[src/rtl/assert_macros.svh]
// ----------------------------------------------------------------------------
// Assertion macros
// Shared concurrent assertion forms, clocked on clk and disabled in reset.
// ----------------------------------------------------------------------------
`ifndef ASSERT_MACROS_SVH
`define ASSERT_MACROS_SVH

// same-cycle implication
`define CCT_ASSERT_NOW(lbl, a, b, msg) \
    lbl: assert property (@(posedge clk) disable iff (!rst_n) (a) |-> (b)) else $error(msg);

// next-cycle implication
`define CCT_ASSERT_NEXT(lbl, a, b, msg) \
    lbl: assert property (@(posedge clk) disable iff (!rst_n) (a) |=> (b)) else $error(msg);

`endif

[src/rtl/cct_pkg.sv]
// ----------------------------------------------------------------------------
// cct_pkg
// Types, Q24 constants and helper functions for the colour temperature block.
// ----------------------------------------------------------------------------
`default_nettype none

package cct_pkg;

    localparam int OUT_BITS_DEF = 16;

    typedef logic signed [31:0] q_t;

    typedef enum logic [2:0] {
        BAND_LOW  = 3'd0,
        BAND_A    = 3'd1,
        BAND_B    = 3'd2,
        BAND_C    = 3'd3,
        BAND_HIGH = 3'd4
    } band_t;

    typedef struct packed {
        q_t c3;
        q_t c2;
        q_t c1;
        q_t c0;
    } coef_t;

    localparam logic signed [63:0] QS   = 64'sd16777216;
    localparam logic signed [63:0] H7   = 64'sd5000000;
    localparam logic signed [63:0] D7   = 64'sd10000000;
    localparam logic signed [63:0] H6   = 64'sd500000;
    localparam logic signed [63:0] D6   = 64'sd1000000;
    localparam logic signed [63:0] H3   = 64'sd500;
    localparam logic signed [63:0] D3   = 64'sd1000;

    localparam q_t QONE = 32'sd16777216;

    localparam logic [33:0] U_NUM = 34'd16777216000;
    localparam logic [15:0] T_MIN = 16'd1000;
    localparam logic [15:0] T_MAX = 16'd40000;

    localparam q_t XA3 = -q_t'((64'sd2661239 * QS + H7) / D7);
    localparam q_t XA2 = -q_t'((64'sd2343580 * QS + H7) / D7);
    localparam q_t XA1 =  q_t'((64'sd8776956 * QS + H7) / D7);
    localparam q_t XA0 =  q_t'((64'sd179910 * QS + H6) / D6);
    localparam q_t XB3 = -q_t'((64'sd30258469 * QS + H7) / D7);
    localparam q_t XB2 =  q_t'((64'sd21070379 * QS + H7) / D7);
    localparam q_t XB1 =  q_t'((64'sd2226347 * QS + H7) / D7);
    localparam q_t XB0 =  q_t'((64'sd240390 * QS + H6) / D6);

    localparam q_t YA3 = -q_t'((64'sd11063814 * QS + H7) / D7);
    localparam q_t YA2 = -q_t'((64'sd13481102 * QS + H7) / D7);
    localparam q_t YA1 =  q_t'((64'sd21855580 * QS + H7) / D7);
    localparam q_t YA0 = -q_t'((64'sd202196 * QS + H6) / D6);
    localparam q_t YB3 = -q_t'((64'sd9549476 * QS + H7) / D7);
    localparam q_t YB2 = -q_t'((64'sd13741859 * QS + H7) / D7);
    localparam q_t YB1 =  q_t'((64'sd20913701 * QS + H7) / D7);
    localparam q_t YB0 = -q_t'((64'sd167488 * QS + H6) / D6);
    localparam q_t YC3 =  q_t'((64'sd30817580 * QS + H7) / D7);
    localparam q_t YC2 = -q_t'((64'sd58733867 * QS + H7) / D7);
    localparam q_t YC1 =  q_t'((64'sd3751129 * QS + H6) / D6);
    localparam q_t YC0 = -q_t'((64'sd370015 * QS + H6) / D6);

    localparam q_t MRX =  q_t'((64'sd32404542 * QS + H7) / D7);
    localparam q_t MRY = -q_t'((64'sd15371385 * QS + H7) / D7);
    localparam q_t MRZ = -q_t'((64'sd4985314 * QS + H7) / D7);
    localparam q_t MGX = -q_t'((64'sd9692660 * QS + H7) / D7);
    localparam q_t MGY =  q_t'((64'sd18760108 * QS + H7) / D7);
    localparam q_t MGZ =  q_t'((64'sd415560 * QS + H7) / D7);
    localparam q_t MBX =  q_t'((64'sd556434 * QS + H7) / D7);
    localparam q_t MBY = -q_t'((64'sd2040259 * QS + H7) / D7);
    localparam q_t MBZ =  q_t'((64'sd10572252 * QS + H7) / D7);

    localparam q_t X_HIGH = q_t'((64'sd239 * QS + H3) / D3);
    localparam q_t X_LOW  = q_t'((64'sd642 * QS + H3) / D3);
    localparam q_t Y_HIGH = q_t'((64'sd246 * QS + H3) / D3);
    localparam q_t Y_LOW  = q_t'((64'sd376 * QS + H3) / D3);

    function automatic q_t qmul(input q_t a, input q_t b);
        logic signed [63:0] p;
        logic [63:0]        m;
        logic [63:0]        r;
        p = 64'(a) * 64'(b);
        m = p[63] ? 64'(-p) : 64'(p);
        r = (m + 64'd8388608) >> 24;
        qmul = p[63] ? -q_t'(r) : q_t'(r);
    endfunction

    function automatic band_t band_of(input logic [15:0] t);
        if (t < 16'd1667)
            band_of = BAND_LOW;
        else if (t <= 16'd2222)
            band_of = BAND_A;
        else if (t <= 16'd4000)
            band_of = BAND_B;
        else if (t <= 16'd25000)
            band_of = BAND_C;
        else
            band_of = BAND_HIGH;
    endfunction

    function automatic coef_t x_coef(input band_t b);
        coef_t c;
        unique case (b) inside
            BAND_A, BAND_B: c = '{XA3, XA2, XA1, XA0};
            default:        c = '{XB3, XB2, XB1, XB0};
        endcase
        x_coef = c;
    endfunction

    function automatic coef_t y_coef(input band_t b);
        coef_t c;
        unique case (b)
            BAND_A:  c = '{YA3, YA2, YA1, YA0};
            BAND_B:  c = '{YB3, YB2, YB1, YB0};
            default: c = '{YC3, YC2, YC1, YC0};
        endcase
        y_coef = c;
    endfunction

    function automatic q_t x_pick(input band_t b, input q_t v);
        q_t r;
        unique case (b)
            BAND_LOW:  r = X_LOW;
            BAND_HIGH: r = X_HIGH;
            default:   r = v;
        endcase
        x_pick = r;
    endfunction

    function automatic q_t y_pick(input band_t b, input q_t v);
        q_t r;
        unique case (b)
            BAND_LOW:  r = Y_LOW;
            BAND_HIGH: r = Y_HIGH;
            default:   r = v;
        endcase
        y_pick = r;
    endfunction

endpackage

`default_nettype wire

[src/rtl/cct_div.sv]
// ----------------------------------------------------------------------------
// cct_div
// Pipelined restoring divider: one quotient bit per stage, shared divisor
// across lanes, side data carried alongside.
// ----------------------------------------------------------------------------
`default_nettype none

module cct_div import cct_pkg::*; #(
    parameter int NW     = 34,
    parameter int DW     = 16,
    parameter int QB     = 25,
    parameter int LANES  = 1,
    parameter int SIDE_W = 1
) (
    input  wire logic                       clk,
    input  wire logic                       rst_n,
    input  wire logic                       adv,
    input  wire logic                       in_vld,
    input  wire logic [LANES-1:0][NW-1:0]   num,
    input  wire logic [DW-1:0]              den,
    input  wire logic [SIDE_W-1:0]          side_in,
    output logic                            out_vld,
    output logic [LANES-1:0][QB-1:0]        quo,
    output logic [SIDE_W-1:0]               side_out
);

    logic [DW-1:0]     rem_reg [QB][LANES];
    logic [QB-1:0]     low_reg [QB][LANES];
    logic [QB-1:0]     quo_reg [QB][LANES];
    logic [DW-1:0]     den_reg [QB];
    logic [SIDE_W-1:0] side_reg [QB];
    logic [QB-1:0]     vld_reg;

    logic [DW-1:0]     rem_in [QB][LANES];
    logic [QB-1:0]     low_in [QB][LANES];
    logic [QB-1:0]     quo_in [QB][LANES];
    logic [DW-1:0]     den_in [QB];
    logic [SIDE_W-1:0] side_in_s [QB];
    logic [QB-1:0]     vld_in;

    for (genvar s = 0; s < QB; s++) begin : g_stage
        if (s == 0) begin : g_first
            assign den_in[s]    = den;
            assign side_in_s[s] = side_in;
            assign vld_in[s]    = in_vld;
        end else begin : g_rest
            assign den_in[s]    = den_reg[s-1];
            assign side_in_s[s] = side_reg[s-1];
            assign vld_in[s]    = vld_reg[s-1];
        end

        for (genvar l = 0; l < LANES; l++) begin : g_lane
            logic [NW+DW-1:0] ext;
            logic [DW:0]      cand;
            logic             ge;

            assign ext = {{DW{1'b0}}, num[l]};

            if (s == 0) begin : g_first
                assign rem_in[s][l] = ext[QB +: DW];
                assign low_in[s][l] = num[l][QB-1:0];
                assign quo_in[s][l] = '0;
            end else begin : g_rest
                assign rem_in[s][l] = rem_reg[s-1][l];
                assign low_in[s][l] = low_reg[s-1][l];
                assign quo_in[s][l] = quo_reg[s-1][l];
            end

            assign cand = {rem_in[s][l], low_in[s][l][QB-1]};
            assign ge   = cand >= {1'b0, den_in[s]};

            always_ff @(posedge clk)
            begin
                if (adv)
                begin
                    rem_reg[s][l] <= ge ? (cand[DW-1:0] - den_in[s]) : cand[DW-1:0];
                    low_reg[s][l] <= {low_in[s][l][QB-2:0], 1'b0};
                    quo_reg[s][l] <= {quo_in[s][l][QB-2:0], ge};
                end
            end
        end

        always_ff @(posedge clk)
        begin
            if (adv)
            begin
                den_reg[s]  <= den_in[s];
                side_reg[s] <= side_in_s[s];
            end
        end

        always_ff @(posedge clk or negedge rst_n)
        begin
            if (!rst_n)
                vld_reg[s] <= 1'b0;
            else if (adv)
                vld_reg[s] <= vld_in[s];
        end
    end

    for (genvar l = 0; l < LANES; l++) begin : g_out
        assign quo[l] = quo_reg[QB-1][l];
    end

    assign out_vld  = vld_reg[QB-1];
    assign side_out = side_reg[QB-1];

endmodule

`default_nettype wire

[config.mk]
export PLATFORM = sky130hd
export DESIGN_NAME = cct_div
export DESIGN_NICKNAME = d
export VERILOG_FILES = /design/src/rtl/assert_macros.svh /design/src/rtl/cct_pkg.sv /design/src/rtl/cct_div.sv
export SDC_FILE = /design/constraint.sdc
export NUM_CORES = 2
export LEC_CHECK = 0
export BUFFER_PORTS_ARGS = -buffer_cell sky130_fd_sc_hd__buf_2
export CAP_MARGIN = 10
export CORE_AREA = 2 2 294 369
export DETAILED_ROUTE_END_ITERATION = 10
export DIE_AREA = 0 0 296 371
export PLACE_DENSITY_LB_ADDON = 0.08
export SYNTH_ARGS = -nofsm -noshare
export SYNTH_HDL_FRONTEND = slang
export SYNTH_SLANG_ARGS = --single-unit
[constraint.sdc]
create_clock -name clk -period 4.3 [get_ports clk]
set_clock_uncertainty 0.15 [all_clocks]
set_input_delay 0 -clock clk [delete_from_list [all_inputs] [get_ports clk]]
set_output_delay 0 -clock clk [all_outputs]
set_load 0.005 [all_outputs]
==> out/results.ini <==
[floorplan]
fp.dieH_um=371
placement_rows=134
io-pin-count=82
core_mm2=0.1063
die_w_um=296
initial_core_util=0.6267
dieArea_mm2=0.1098

[yosys]
synth.yosys.seq_area_share=0.6486
synth-edff-count=1418
yosysTopAreaCellShare=0.6392
postSynthAreaPerCell_um2=14.05
yosysUniqueCellTypes=85
syn-num-nets=5213
netlist_area_mm2=0.06661
synth_ff_type=sky130_fd_sc_hd__edfxtp_1
postSynthRegisterBits=1443
syn_inst=4740
netlist_top_cells_area=sky130_fd_sc_hd__edfxtp_1 64%, sky130_fd_sc_hd__ha_1 7.4%, sky130_fd_sc_hd__mux2_2 4.7%
syn_warnings=0
ys_async_sr_fraction=0.01733
yosys.area.top_type=sky130_fd_sc_hd__edfxtp_1

[sta]
hold_viol_final=0
max-slew-margin-rel=0.2107
min_period_ns=3.939
fin_crit_sh=0.9162
fmax_mhz=253.8
report.final.setup_viol=0
grt_setup_unrepaired=no
maxSlewViolCount=0
max_slew.worst_pin.slew_ns=1.180
tns_ns=0

[setup_path]
critical_path.n_buffers_inverters=6
critPathTopFamily=buffers and inverters
cpMostUsedCell=sky130_fd_sc_hd__dlygate4sd3_1
reg2reg_slack_ns=0.62
crit_path_end_kind=flop
critical_path_class=in -> reg
crit_path_max_fanout=16
critical-path-slowest-cell=sky130_fd_sc_hd__dlygate4sd3_1
critical_path_arrival_ns=4.29
worst_r2r_path_depth=11
cp.required_ns=4.65
worst_setup_path_start_kind=input pin
path_cells=dlygate4sd3_1 > buf_2 > dlygate4sd3_1 > inv_1 > ha_1 > fa_1 > nor2b_1 > o21ai_0 > a21boi_0 > o21ai_0 > a21oi_1 > o31ai_1 > a21oi_1 > buf_4 > mux2_2 > dlygate4sd3_1
r2r_end=rem_reg[4][8]$_DFFE_PP_
timing.critical_path.slowest_cell_delay_ns=0.56
worst_r2r_startpoint=den_reg[1][19]$_DFFE_PP_

[outcome]
outcome=finished, final reports clean

[place]
gpl.final_weighted_congestion=0.9156
number_of_i_o_port_buffers=81
placed_cells=6249
dp_hpwl_um=85100

[detailed_routing]
vias_per_cell=5.649
num_vias=37310
wirelength_um=122000
detail_route.wl_per_cell_um=18.48
final_antenna_net_count=0
drc_errors=0
initialDrtViolationCount=2434
drt-pass1-iter-count=5

[global_routing]
grt_start_max_net_pins=128
grtUsageTotal=0.2275
grt_overflow=0
wire_length_of_the_first_global_routing_pass_um=194900
first_global_vias=37320
antenna_found_initial=0

[clock_tree]
clk_transition_reported_paths_ns=0.06
cts_made_buffers=140
clock_sinks=1443
cts_repair_resize_count=0
buffer_count_from_post_cts_setup_fixing=0
cts_hold_repair.buffers=112
cts_tree=built
cts_max_path_buffers=3
htreeDepth=4
root_buffer=sky130_fd_sc_hd__clkbuf_16
worstSkewPairLatency_ns=0.77

[final_layout]
num-nets-final=5549
final_cells=6604
area_added_between_synthesis_and_finish_pct=12.21
register_area_mm2=0.04321
antenna-diode-count=0
layout.filler_cells=7290
layout-drive-gt1-share=0.1256
multiInputGateArea_mm2=0.02127

[flow_run]
max-cap-violations=0

[power]
vdd_drop_max_mv=0.5002
leakage_uw=0.02928
pwr_density_cell_mw_per_mm2=691.5

[worst_hold_path]
worstHoldPathType=in -> async

[synth_stat cells (21+ instances only)]
| cell | instances |
|---|---|
| sky130_fd_sc_hd__o31a_1 | 28 |
| sky130_fd_sc_hd__o31ai_1 | 32 |
| sky130_fd_sc_hd__mux2i_1 | 46 |
| sky130_fd_sc_hd__and3_1 | 25 |
| sky130_fd_sc_hd__a211oi_1 | 25 |
| sky130_fd_sc_hd__clkbuf_1 | 24 |
| sky130_fd_sc_hd__buf_2 | 21 |
| sky130_fd_sc_hd__or3_1 | 24 |
| sky130_fd_sc_hd__a31oi_1 | 28 |
| sky130_fd_sc_hd__mux2_2 | 277 |
| sky130_fd_sc_hd__inv_1 | 507 |
| sky130_fd_sc_hd__edfxtp_1 | 1418 |
| sky130_fd_sc_hd__o21a_1 | 60 |
| sky130_fd_sc_hd__o21bai_1 | 22 |
| sky130_fd_sc_hd__xnor2_1 | 190 |
| sky130_fd_sc_hd__o21ai_0 | 195 |
| sky130_fd_sc_hd__dfrtp_1 | 25 |
| sky130_fd_sc_hd__nor2_1 | 262 |
| sky130_fd_sc_hd__nand4_1 | 54 |
| sky130_fd_sc_hd__a21o_1 | 90 |
| sky130_fd_sc_hd__fa_1 | 24 |
| sky130_fd_sc_hd__nor2b_1 | 57 |
| sky130_fd_sc_hd__nor3_1 | 100 |
| sky130_fd_sc_hd__ha_1 | 394 |
| sky130_fd_sc_hd__nand3_1 | 43 |
| sky130_fd_sc_hd__nand2b_1 | 57 |
| sky130_fd_sc_hd__xor2_1 | 59 |
| sky130_fd_sc_hd__a21oi_1 | 250 |
| sky130_fd_sc_hd__nand2_1 | 164 |
[stage by stage]
step,area (um2),utilization,total power [uW],setup WS [ns],hold WS [ns]
floorplan,66610,-,35140,1.117,-0.4456
global placement,69110,0.6501,39250,0.7274,-0.1433
detailed placement,69110,0.6501,39620,0.6406,-0.1325
CTS,74730,0.7030,52040,0.4901,0.02303
global route,74750,0.7032,54900,0.1609,0.04091
finish,74750,0.7032,51680,0.3605,0.03901
[layout by cell type, fill, tap and decap left out, drive strengths merged, types with 54 or more instances in the layout]
master	n
nor2	262
edfxtp	1418
nand2	164
nand2b	57
nor3	100
o21a	60
mux2	284
a21oi	251
dlygate4sd3	112
o21ai	199
xnor2	190
nand4	54
buf	132
clkbuf	165
nor2b	57
ha	394
a21o	92
inv	517
xor2	59
[worst register-to-register path, delay by kind of cell (launching register included)]
family / cells / cell delay [ns]
compound gates: 6 / 1.67
fa+ha+maj: 1 / 0.34
buf+inv: 2 / 0.38
flops: 1 / 0.39
mux: 1 / 0.36
simple gates: 1 / 0.17
[worst max path at each step]
| stage | endpoint | from | cells past startpoint |
|---|---|---|---|
| floorplan | rem_reg[21][10]$_DFFE_PP_ | rem_reg[20][5]$_DFFE_PP_ | 10 |
| finish | rem_reg[0][3]$_DFFE_PP_ | num[24] | 16 |
| CTS | rem_reg[0][3]$_DFFE_PP_ | num[24] | 16 |
| global placement | rem_reg[4][15]$_DFFE_PP_ | rem_reg[3][3]$_DFFE_PP_ | 10 |
| detailed placement | rem_reg[13][12]$_DFFE_PP_ | den_reg[6][4]$_DFFE_PP_ | 10 |
| global route | rem_reg[0][3]$_DFFE_PP_ | num[24] | 16 |
[routing by layer]
metal / track usage / vias up / part of all wire
li1: - / 18420 / -
met1: 0.2690 / 17950 / 0.40
met2: 0.4137 / 689 / 0.53
met3: 0.03356 / 254 / 0.033
met4: 0.09373 / 0 / 0.037
met5: 0 / - / 0
[cell families (layout without fill, tap and decap cells)]
family	Yosys count	after routing	synth area share
flops	1443	1443	0.6486
simple gates	854	854	0.06251
xor+xnor	249	249	0.03274
buf+inv	559	995	0.03229
fa+ha+maj	418	418	0.08122
mux	330	330	0.05532
compound gates	887	887	0.08729
[where the power goes]
group          total [uW]  switching, uW  internal, uW
clock               12100           5140          6970
combinational       18500           9590          8950
sequential          21000           1590         19400
total               51700          16300         35400
[cell type report]
type	instances	area share
Sequential cell	1443	0.5780
Multi-Input combinational cell	2738	0.2845
Clock buffer	165	0.04911
Timing Repair Buffer	244	0.02769
Inverter	509	0.02556
Tap cell	1428	0.02390
Clock inverter	77	0.01117
Power figures use the tool's default switching activity.
